`src/hdl/gadm_pkg.sv`:
```
// shared types, constants and codes for the gamepad axis deadzone mapper
package gadm_pkg;

   // field widths
   localparam int FRAC_BITS = 15;
   localparam int RAW_W     = 16;
   localparam int AXIS_W    = 8;
   localparam int DZ_W      = 15;
   localparam int STICK_W   = 16;
   localparam int TRIG_W    = 15;
   localparam int DPAD_W    = 4;
   localparam int NUM_AXES  = 6;
   localparam int AIDX_W    = 3;

   // rescale arithmetic: numerator = excess * full_scale + den / 2
   localparam int NUM_W = RAW_W + FRAC_BITS + 1;
   // quotient is below 2^(FRAC_BITS + 2) because excess <= den + 1
   localparam int QUO_W = FRAC_BITS + 2;
   localparam int REM_W = DZ_W + 1;
   localparam int CNT_W = $clog2(QUO_W);

   localparam logic [FRAC_BITS-1:0] FULL_SCALE = {FRAC_BITS{1'b1}};
   localparam logic [DZ_W-1:0]      RAW_FULL   = {DZ_W{1'b1}};

   // configuration defaults
   localparam logic [DZ_W-1:0] STICK_DZ_RESET = 15'd8000;
   localparam logic [DZ_W-1:0] TRIG_DZ_RESET  = 15'd400;

   // configuration register map
   localparam int               CSR_ADDR_W     = 3;
   localparam int               CSR_DATA_W     = 32;
   localparam logic [CSR_ADDR_W-1:0] ADDR_STICK_DZ = 3'd0;
   localparam logic [CSR_ADDR_W-1:0] ADDR_TRIG_DZ  = 3'd4;

   // axis numbers
   localparam logic [AXIS_W-1:0] AXIS_LEFT_X   = 8'd0;
   localparam logic [AXIS_W-1:0] AXIS_LEFT_Y   = 8'd1;
   localparam logic [AXIS_W-1:0] AXIS_LEFT_TRG = 8'd2;
   localparam logic [AXIS_W-1:0] AXIS_RIGHT_X  = 8'd3;
   localparam logic [AXIS_W-1:0] AXIS_RIGHT_Y  = 8'd4;
   localparam logic [AXIS_W-1:0] AXIS_RIGHT_TRG = 8'd5;
   localparam logic [AXIS_W-1:0] AXIS_DPAD_H   = 8'd6;
   localparam logic [AXIS_W-1:0] AXIS_DPAD_V   = 8'd7;

   // d-pad bits
   localparam logic [DPAD_W-1:0] DPAD_LEFT  = 4'b0001;
   localparam logic [DPAD_W-1:0] DPAD_RIGHT = 4'b0010;
   localparam logic [DPAD_W-1:0] DPAD_UP    = 4'b0100;
   localparam logic [DPAD_W-1:0] DPAD_DOWN  = 4'b1000;

   typedef enum logic [2:0] {
      KIND_NONE,
      KIND_STICK,
      KIND_TRIG,
      KIND_DPAD_H,
      KIND_DPAD_V
   } kind_type;

   typedef enum logic [2:0] {
      ST_IDLE,
      ST_PREP,
      ST_MUL,
      ST_SETUP,
      ST_DIV,
      ST_COMMIT,
      ST_PUBLISH
   } state_type;

   typedef struct packed {
      logic load;
      logic prep;
      logic mul;
      logic setup;
      logic div_step;
      logic commit;
      logic publish;
   } dp_cmd_type;

   typedef struct packed {
      logic need_div;
      logic div_last;
   } dp_status_type;

   typedef struct packed {
      logic [DZ_W-1:0] stick_dz;
      logic [DZ_W-1:0] trig_dz;
   } cfg_type;

   typedef struct packed {
      logic [DPAD_W-1:0]  dpad_bits;
      logic [TRIG_W-1:0]  right_trigger_level;
      logic [STICK_W-1:0] right_stick_y;
      logic [STICK_W-1:0] right_stick_x;
      logic [TRIG_W-1:0]  left_trigger_level;
      logic [STICK_W-1:0] left_stick_y;
      logic [STICK_W-1:0] left_stick_x;
   } snapshot_type;

endpackage

```
`src/hdl/gadm_ctrl.sv`:
```
// sequencer for one event: decode, multiply, serial divide, commit, publish
module gadm_ctrl (
   input  logic                   clock,
   input  logic                   reset,
   input  logic                   req_tvalid,
   input  logic                   out_free,
   input  gadm_pkg::dp_status_type status,
   output logic                   req_tready,
   output gadm_pkg::dp_cmd_type    cmd
);

   gadm_pkg::state_type state_ff, state_in;

   // state register
   always_ff @(posedge clock) begin
      if (reset) begin
         state_ff <= gadm_pkg::ST_IDLE;
      end else begin
         state_ff <= state_in;
      end
   end

   // next state and commands
   always_comb begin
      state_in   = state_ff;
      cmd        = '0;
      req_tready = 1'b0;
      case (state_ff)
         gadm_pkg::ST_IDLE: begin
            req_tready = 1'b1;
            if (req_tvalid) begin
               cmd.load = 1'b1;
               state_in = gadm_pkg::ST_PREP;
            end
         end
         gadm_pkg::ST_PREP: begin
            cmd.prep = 1'b1;
            state_in = gadm_pkg::ST_MUL;
         end
         gadm_pkg::ST_MUL: begin
            cmd.mul = 1'b1;
            if (status.need_div) begin
               state_in = gadm_pkg::ST_SETUP;
            end else begin
               state_in = gadm_pkg::ST_COMMIT;
            end
         end
         gadm_pkg::ST_SETUP: begin
            cmd.setup = 1'b1;
            state_in  = gadm_pkg::ST_DIV;
         end
         gadm_pkg::ST_DIV: begin
            cmd.div_step = 1'b1;
            if (status.div_last) begin
               state_in = gadm_pkg::ST_COMMIT;
            end
         end
         gadm_pkg::ST_COMMIT: begin
            cmd.commit = 1'b1;
            state_in   = gadm_pkg::ST_PUBLISH;
         end
         gadm_pkg::ST_PUBLISH: begin
            if (out_free) begin
               cmd.publish = 1'b1;
               state_in    = gadm_pkg::ST_IDLE;
            end
         end
         default: begin
            state_in = gadm_pkg::ST_IDLE;
         end
      endcase
   end

endmodule

```
`src/hdl/gadm_datapath.sv`:
```
// event decode, deadzone, rescale multiply, restoring divider and held axis state
module gadm_datapath (
   input  logic                             clock,
   input  logic                             reset,
   input  gadm_pkg::dp_cmd_type             cmd,
   input  gadm_pkg::cfg_type                cfg,
   input  logic                             in_is_axis,
   input  logic [gadm_pkg::AXIS_W-1:0]      in_axis,
   input  logic [gadm_pkg::RAW_W-1:0]       in_raw,
   output gadm_pkg::dp_status_type          status,
   output gadm_pkg::snapshot_type           snapshot
);

   // captured word
   logic                            is_axis_ff;
   logic [gadm_pkg::AXIS_W-1:0]     axis_ff;
   logic [gadm_pkg::RAW_W-1:0]      raw_ff;

   // decoded operands
   gadm_pkg::kind_type              kind_ff, kind_in;
   logic                            live_ff, live_in;
   logic                            neg_ff;
   logic [gadm_pkg::RAW_W-1:0]      excess_ff, excess_in;
   logic [gadm_pkg::DZ_W-1:0]       den_ff, den_in;

   // divider
   logic [gadm_pkg::NUM_W-1:0]      num_ff;
   logic [gadm_pkg::REM_W-1:0]      rem_ff, rem_in;
   logic [gadm_pkg::QUO_W-1:0]      quo_ff, quo_in;
   logic [gadm_pkg::CNT_W-1:0]      cnt_ff, cnt_in;
   logic [gadm_pkg::REM_W-1:0]      trial;
   logic                            qbit;

   // held state
   logic [gadm_pkg::STICK_W-1:0]    axis_val_ff [gadm_pkg::NUM_AXES];
   logic [gadm_pkg::DPAD_W-1:0]     dpad_ff, dpad_in;

   // commit value
   logic [gadm_pkg::FRAC_BITS-1:0]  q_sat;
   logic [gadm_pkg::STICK_W-1:0]    q_mag;
   logic [gadm_pkg::STICK_W-1:0]    new_val;

   logic [gadm_pkg::RAW_W-1:0]      mag;
   logic [gadm_pkg::DZ_W-1:0]       dz;
   logic                            raw_neg;

   // capture the accepted word
   always_ff @(posedge clock) begin
      if (cmd.load) begin
         is_axis_ff <= in_is_axis;
         axis_ff    <= in_axis;
         raw_ff     <= in_raw;
      end
   end

   // decode axis kind, deadzone test and excess over the deadzone
   always_comb begin
      raw_neg = raw_ff[gadm_pkg::RAW_W-1];
      kind_in = gadm_pkg::KIND_NONE;
      if (is_axis_ff) begin
         case (axis_ff)
            gadm_pkg::AXIS_LEFT_X,
            gadm_pkg::AXIS_LEFT_Y,
            gadm_pkg::AXIS_RIGHT_X,
            gadm_pkg::AXIS_RIGHT_Y:   kind_in = gadm_pkg::KIND_STICK;
            gadm_pkg::AXIS_LEFT_TRG,
            gadm_pkg::AXIS_RIGHT_TRG: kind_in = gadm_pkg::KIND_TRIG;
            gadm_pkg::AXIS_DPAD_H:    kind_in = gadm_pkg::KIND_DPAD_H;
            gadm_pkg::AXIS_DPAD_V:    kind_in = gadm_pkg::KIND_DPAD_V;
            default:                  kind_in = gadm_pkg::KIND_NONE;
         endcase
      end
      if (kind_in == gadm_pkg::KIND_TRIG) begin
         dz = cfg.trig_dz;
         // triggers ignore the negative half
         mag = raw_neg ? '0 : raw_ff;
      end else begin
         dz = cfg.stick_dz;
         // most negative raw gives a magnitude of full scale plus one
         mag = raw_neg ? gadm_pkg::RAW_W'(~raw_ff + 1'b1) : raw_ff;
      end
      live_in   = mag > {1'b0, dz};
      excess_in = mag - {1'b0, dz};
      den_in    = gadm_pkg::RAW_FULL - dz;
   end

   always_ff @(posedge clock) begin
      if (cmd.prep) begin
         kind_ff   <= kind_in;
         live_ff   <= live_in;
         neg_ff    <= raw_neg;
         excess_ff <= excess_in;
         den_ff    <= den_in;
      end
   end

   // scaled numerator with half the divisor for rounding
   always_ff @(posedge clock) begin
      if (cmd.mul) begin
         num_ff <= gadm_pkg::NUM_W'(excess_ff) * gadm_pkg::NUM_W'(gadm_pkg::FULL_SCALE)
                   + gadm_pkg::NUM_W'(den_ff >> 1);
      end
   end

   assign status.need_div = live_ff && (den_ff != '0) &&
                            ((kind_ff == gadm_pkg::KIND_STICK) ||
                             (kind_ff == gadm_pkg::KIND_TRIG));
   assign status.div_last = cnt_ff == gadm_pkg::CNT_W'(gadm_pkg::QUO_W - 1);

   // restoring divider, one quotient bit per cycle
   always_comb begin
      trial  = {rem_ff[gadm_pkg::REM_W-2:0], quo_ff[gadm_pkg::QUO_W-1]};
      qbit   = trial >= {1'b0, den_ff};
      rem_in = rem_ff;
      quo_in = quo_ff;
      cnt_in = cnt_ff;
      if (cmd.setup) begin
         rem_in = {1'b0, num_ff[gadm_pkg::NUM_W-1:gadm_pkg::QUO_W]};
         quo_in = num_ff[gadm_pkg::QUO_W-1:0];
         cnt_in = '0;
      end else if (cmd.div_step) begin
         rem_in = qbit ? trial - {1'b0, den_ff} : trial;
         quo_in = {quo_ff[gadm_pkg::QUO_W-2:0], qbit};
         cnt_in = cnt_ff + 1'b1;
      end
   end

   always_ff @(posedge clock) begin
      rem_ff <= rem_in;
      quo_ff <= quo_in;
      cnt_ff <= cnt_in;
   end

   // saturate, apply deadzone and sign
   always_comb begin
      if ((den_ff == '0) ||
          (quo_ff > gadm_pkg::QUO_W'(gadm_pkg::FULL_SCALE))) begin
         q_sat = gadm_pkg::FULL_SCALE;
      end else begin
         q_sat = quo_ff[gadm_pkg::FRAC_BITS-1:0];
      end
      q_mag = live_ff ? gadm_pkg::STICK_W'(q_sat) : '0;
      if ((kind_ff == gadm_pkg::KIND_STICK) && neg_ff) begin
         new_val = gadm_pkg::STICK_W'(~q_mag + 1'b1);
      end else begin
         new_val = q_mag;
      end
   end

   // d-pad pair update from the sign of the value
   always_comb begin
      dpad_in = dpad_ff;
      case (kind_ff)
         gadm_pkg::KIND_DPAD_H: begin
            if (neg_ff) begin
               dpad_in = (dpad_ff & ~gadm_pkg::DPAD_RIGHT) | gadm_pkg::DPAD_LEFT;
            end else if (raw_ff != '0) begin
               dpad_in = (dpad_ff & ~gadm_pkg::DPAD_LEFT) | gadm_pkg::DPAD_RIGHT;
            end else begin
               dpad_in = dpad_ff & ~(gadm_pkg::DPAD_LEFT | gadm_pkg::DPAD_RIGHT);
            end
         end
         gadm_pkg::KIND_DPAD_V: begin
            if (neg_ff) begin
               dpad_in = (dpad_ff & ~gadm_pkg::DPAD_DOWN) | gadm_pkg::DPAD_UP;
            end else if (raw_ff != '0) begin
               dpad_in = (dpad_ff & ~gadm_pkg::DPAD_UP) | gadm_pkg::DPAD_DOWN;
            end else begin
               dpad_in = dpad_ff & ~(gadm_pkg::DPAD_UP | gadm_pkg::DPAD_DOWN);
            end
         end
         default: begin
            dpad_in = dpad_ff;
         end
      endcase
   end

   // held snapshot
   always_ff @(posedge clock) begin
      if (reset) begin
         for (int i = 0; i < gadm_pkg::NUM_AXES; i++) begin
            axis_val_ff[i] <= '0;
         end
         dpad_ff <= '0;
      end else if (cmd.commit) begin
         if ((kind_ff == gadm_pkg::KIND_STICK) || (kind_ff == gadm_pkg::KIND_TRIG)) begin
            axis_val_ff[axis_ff[gadm_pkg::AIDX_W-1:0]] <= new_val;
         end
         dpad_ff <= dpad_in;
      end
   end

   assign snapshot.left_stick_x        = axis_val_ff[0];
   assign snapshot.left_stick_y        = axis_val_ff[1];
   assign snapshot.left_trigger_level  = axis_val_ff[2][gadm_pkg::TRIG_W-1:0];
   assign snapshot.right_stick_x       = axis_val_ff[3];
   assign snapshot.right_stick_y       = axis_val_ff[4];
   assign snapshot.right_trigger_level = axis_val_ff[5][gadm_pkg::TRIG_W-1:0];
   assign snapshot.dpad_bits           = dpad_ff;

endmodule

```
`src/hdl/gamepad_axis_deadzone_mapper_unit.sv`:
```
// top level: configuration registers, stream ports and output word register
// stick and trigger events whose value lies beyond a deadzone below full scale pass
// through the serial divider between accept and rsp_tvalid; other events skip it
// throughput: one event at a time; the sequencer returns to idle, ready for the next word,
// when the result is loaded into the output register, which holds it until rsp_tready
// reset: synchronous, active high; clears the held axes and d-pad bits to zero,
// stick deadzone to 8000 and trigger deadzone to 400, and empties the output
module gamepad_axis_deadzone_mapper_unit (
   input  logic         clock,
   input  logic         reset,
   // input stream
   input  logic         req_tvalid,
   output logic         req_tready,
   input  logic [23:0]  req_tdata,   // axis_number[7:0], raw_value[23:8]
   input  logic         req_tuser,   // is_axis_event
   // result stream
   output logic         rsp_tvalid,
   input  logic         rsp_tready,
   // left_stick_x[15:0], left_stick_y[31:16], left_trigger_level[46:32],
   // right_stick_x[62:47], right_stick_y[78:63], right_trigger_level[93:79],
   // dpad_bits[97:94], zero fill[103:98]
   output logic [103:0] rsp_tdata,
   // configuration port
   input  logic                              csr_psel,
   input  logic                              csr_penable,
   input  logic                              csr_pwrite,
   input  logic [gadm_pkg::CSR_ADDR_W-1:0]   csr_paddr,
   input  logic [gadm_pkg::CSR_DATA_W-1:0]   csr_pwdata,
   output logic [gadm_pkg::CSR_DATA_W-1:0]   csr_prdata,
   output logic                              csr_pready
);

   gadm_pkg::cfg_type       cfg_ff, cfg_in;
   gadm_pkg::dp_cmd_type    cmd;
   gadm_pkg::dp_status_type status;
   gadm_pkg::snapshot_type  snapshot;
   gadm_pkg::snapshot_type  out_ff;
   logic                    out_valid_ff, out_valid_in;
   logic                    out_free;
   logic                    csr_write;

   // configuration registers
   assign csr_pready = 1'b1;
   assign csr_write  = csr_psel && csr_penable && csr_pwrite && csr_pready;

   always_comb begin
      cfg_in = cfg_ff;
      if (csr_write) begin
         case (csr_paddr)
            gadm_pkg::ADDR_STICK_DZ: cfg_in.stick_dz = csr_pwdata[gadm_pkg::DZ_W-1:0];
            gadm_pkg::ADDR_TRIG_DZ:  cfg_in.trig_dz  = csr_pwdata[gadm_pkg::DZ_W-1:0];
            default:                 cfg_in = cfg_ff;
         endcase
      end
   end

   always_ff @(posedge clock) begin
      if (reset) begin
         cfg_ff.stick_dz <= gadm_pkg::STICK_DZ_RESET;
         cfg_ff.trig_dz  <= gadm_pkg::TRIG_DZ_RESET;
      end else begin
         cfg_ff <= cfg_in;
      end
   end

   // register read back
   always_comb begin
      case (csr_paddr)
         gadm_pkg::ADDR_STICK_DZ: csr_prdata = gadm_pkg::CSR_DATA_W'(cfg_ff.stick_dz);
         gadm_pkg::ADDR_TRIG_DZ:  csr_prdata = gadm_pkg::CSR_DATA_W'(cfg_ff.trig_dz);
         default:                 csr_prdata = '0;
      endcase
   end

   // sequencer
   assign out_free = !out_valid_ff || rsp_tready;

   gadm_ctrl u_ctrl (
      .clock      (clock),
      .reset      (reset),
      .req_tvalid (req_tvalid),
      .out_free   (out_free),
      .status     (status),
      .req_tready (req_tready),
      .cmd        (cmd)
   );

   gadm_datapath u_datapath (
      .clock      (clock),
      .reset      (reset),
      .cmd        (cmd),
      .cfg        (cfg_ff),
      .in_is_axis (req_tuser),
      .in_axis    (req_tdata[7:0]),
      .in_raw     (req_tdata[23:8]),
      .status     (status),
      .snapshot   (snapshot)
   );

   // output word register
   always_comb begin
      out_valid_in = out_valid_ff;
      if (cmd.publish) begin
         out_valid_in = 1'b1;
      end else if (rsp_tready) begin
         out_valid_in = 1'b0;
      end
   end

   always_ff @(posedge clock) begin
      if (reset) begin
         out_valid_ff <= 1'b0;
      end else begin
         out_valid_ff <= out_valid_in;
      end
   end

   always_ff @(posedge clock) begin
      if (cmd.publish) begin
         out_ff <= snapshot;
      end
   end

   assign rsp_tvalid = out_valid_ff;
   assign rsp_tdata  = {6'b0, out_ff};

endmodule
```
`config.mk`:
```
export PLATFORM = sky130hd
export DESIGN_NAME = gamepad_axis_deadzone_mapper_unit
export DESIGN_NICKNAME = d
export VERILOG_FILES = /design/src/hdl/gadm_pkg.sv /design/src/hdl/gadm_ctrl.sv /design/src/hdl/gadm_datapath.sv /design/src/hdl/gamepad_axis_deadzone_mapper_unit.sv
export SDC_FILE = /design/constraint.sdc
export NUM_CORES = 1
export LEC_CHECK = 0
export ABC_AREA = 1
export BUFFER_PORTS_ARGS = -buffer_cell sky130_fd_sc_hd__buf_2
export CORE_MARGIN = 5
export CORE_UTILIZATION = 60
export DETAILED_ROUTE_END_ITERATION = 10
export GPL_ROUTABILITY_DRIVEN = 0
export PLACE_DENSITY = 0.81
export SLEW_MARGIN = 20
export SYNTH_ARGS = -nofsm -noshare
export SYNTH_HDL_FRONTEND = slang
export SYNTH_HIERARCHICAL = 1
export SYNTH_SLANG_ARGS = --single-unit
```
`constraint.sdc`:
```
create_clock -name clock -period 25.4 [get_ports clock]
set_input_delay 5.08 -clock clock [delete_from_list [all_inputs] [get_ports clock]]
set_output_delay 5.08 -clock clock [all_outputs]
set_load 0.01 [all_outputs]
```
==> impl_results.md <==
* Seq/Total Area, Yosys at 0.4839
* Highest metal used: met4
* FF-to-FF End: u_datapath/num_ff[20]
* CTS sink cnt at between 300 and 400
* DIE AREA at 0.03985 mm²
* Crit Path Max Fanout at 25
* Largest net degree at the start of global routing at 85
* P&R area growth vs syn at 10.48%
* Delay of the slowest critical-path stage at between 700 and 800 ps
* Kind of end point of the critical path: primary output
* N_diodes at 0
* ANT nets after route at 0
* Hold Crit Depth at 0
* Drt total wl at a little under 50000 µm
* Post-CTS Resized at 0
* Vias in the first global route at 15562
* Die W at 199.6 µm
* Worst min-delay path class: flop to flop
* Worst-skew pair later-pin latency at 540 ps
* Critical Path AT at 6530 ps
* Max Fclk at 0.08612 GHz
* Drt via density at between 5 and 6
* Die Span Y at around 200 µm
* Setup bufs post-CTS at 0
* Tot GR Track Use at 0.2503
* HPWL after DPL at 38350 µm
* Fin Setup TNS at 0 ps
* Cells after synthesis at 2072
* Grt total ovfl at 0
* Status: finished, final reports clean
* Fin crit period at 11610 ps
* Ys flop type: edfxtp_1
* Crit path launch type: input port
* Initial core utilization at 0.6066
* Core Area at between 0.03 and 0.04 mm²
* Hold path startpoint: u_datapath/axis_val_ff[0][2]
* Hold Slack at 405.3 ps
* Fraction of registers with async set/reset at 0
* Final Hold Fails at 0
* FF-to-FF Start: u_datapath/excess_ff[4]
* Drt initial violations at 1434
* Hold bufs inserted after CTS at 0
* Dominant cell type by area after synthesis: edfxtp_1
* Ys Warns at 6
* Routed wl met2 at 24630 µm
* DR pass1 iterations at 7
* Root Driver: clkbuf_16
* Finish-stage setup viols at 0
* First-pass GRT wire length at a little under 80000 µm
* WS Path Type: input port to primary output
* Number of synthesized flops with an enable pin at between 300 and 400
* Post-Syn Area at 0.02158 mm²
* WL met1 at 19220 µm
* Layout Skew at 17.84 ps
* Slowest cell on crit path: nor2_2
* Max-slew headroom at 0.3025
* Met3 wire len at around 3500 µm
* Cts bufs inserted at 36
* DRC errors left at 0
* Largest cells by area after synthesis: edfxtp_1 44%, fa_1 11%, ha_1 7.9%, inv_1 5.9%, nand2_1 5.8%
* Worst Max-Slew Pin Slew at 1046 ps
* Clk buf depth at 3
* Reg2Reg Depth at 20
* Setup crit start: csr_paddr[0]
* Unrepaired setup endpoints after global routing: no
* CP Cell Sequence: buf_2 -> inv_1 -> nand2_2 -> nor2_2 -> nand2_1 -> nand2_1 -> buf_2
* H-tree depth at 2
* WL per Instance at 18.15 µm
* Num ports at 206
* Site Rows at 69
* Yosys top cell area share at 0.4412
* Unique masters post-synth at between 50 and 60
* CTS tree: done
* DR vias at 15279
* Synthesized area per cell at 10.41 µm²
* Critical Path RT at 20320 ps
* Initial antenna violation count at 0
* Synth Register Bits at 363
* Count leader, synth: inv_1
* Fillers at 2559
* Max Slew Vio Count at 0
* FF-to-FF setup slack at ~19000 ps
* Count of buffers from port buffering at 164
* Final period utilization at 0.4572
* Clk slew on worst S/H paths at 60 ps
* # nets final at 2569
* Layout cell share with drive strength beyond 1 at 0.1274
* Max-Cap Viols at 0
* Hold EP: rsp_tdata[2]
* Commonest cells post-synth: 340 x inv_1, 331 x nand2_1, 317 x edfxtp_1, 218 x nor2_1, 137 x ha_1
==> logic make-up (layout without fill, tap and decap cells) <==
logic type,after synthesis,count (layout),share of synthesized area
xor gates and xnor gates,61,61,0.02476
DFF,363,363,0.4839
adders and majority gates,259,259,0.1926
AOI/OAI and AO/OA,215,215,0.05590
other,2,24,0.0003481
muxes,13,13,0.006031
and+or+nand+nor,751,751,0.1563
buffers and inverters,408,582,0.08009
==> worst max-delay path by stage <==
stage,endpoint,cells past startpoint
4_1_cts,csr_prdata[6],7
2_1_floorplan,rsp_tdata[0],4
3_3_place_gp,csr_prdata[12],7
6_report,csr_prdata[6],7
3_5_place_dp,csr_prdata[6],7
5_1_grt,csr_prdata[5],7
==> worst max-delay path, delay by kind of cell <==
family	cells	cell delay, ps
simple gates	4	1140
buf+inv	3	290
==> per-layer routing <==
metal | up-vias | global-route usage
met4 | 0 | 0.09962
li1 | 7101 | -
met3 | 175 | 0.04063
met1 | 7294 | 0.3194
met2 | 709 | 0.4307
met5 | - | 0
==> flip-flops by register name (all words and copies together) (netlist names), named ones only <==
signal / count
rsp_tdata: 98
u_datapath/num_ff: 32
u_datapath/axis_val_ff: 94
u_datapath/rem_ff: 15
u_datapath/is_axis_ff: 1
u_datapath/neg_ff: 1
u_datapath/axis_ff: 8
cfg_ff: 30
u_datapath/raw_ff: 16
u_datapath/quo_ff: 17
rsp_tvalid: 1
u_ctrl/state_ff: 3
u_datapath/dpad_ff: 4
u_datapath/live_ff: 1
u_datapath/kind_ff: 3
u_datapath/cnt_ff: 5
u_datapath/den_ff: 15
u_datapath/excess_ff: 16
==> cell type report <==
| type | instances | area, µm² | share of cell area |
|---|---|---|---|
| flip-flops and latches | 363 | 10440 | 0.4380 |
| multi-input cells | 1323 | 9530 | 0.3998 |
| inverters | 345 | 1295 | 0.05433 |
| clock buffers | 50 | 974.7 | 0.04089 |
| repair buffers | 174 | 895.9 | 0.03758 |
| well taps | 461 | 576.8 | 0.02420 |
| clock inverters | 13 | 123.9 | 0.005197 |
==> cell usage in the layout, fill, tap and decap left out, types with 22 or more instances in the layout <==
cell type  count
fa_1         122
clkbuf_16     37
ha_1         137
xnor2_1       25
a21oi_1       79
buf_2        164
nor3_1        22
edfxtp_1     317
nand2_1      331
o21ai_0       87
xor2_1        36
nor2_1       215
inv_1        340
nand3_1       89
conb_1        24
dfxtp_1       46
==> through the flow <==
stage | utilization | std cells | setup slack [ps] | area (µm²)
after floorplan | - | 2094 | 10110 | 21660
after global placement | 0.6393 | 2666 | 13880 | 22740
after detailed placement | 0.6393 | 2666 | 13840 | 22740
after CTS | 0.6701 | 2729 | 13810 | 23840
after global routing | 0.6701 | 2729 | 13700 | 23840
final | 0.6701 | 2729 | 13790 | 23840
Power is not shown: default switching activity piles up to over one toggle a cycle in this logic, so the estimate is an artifact.
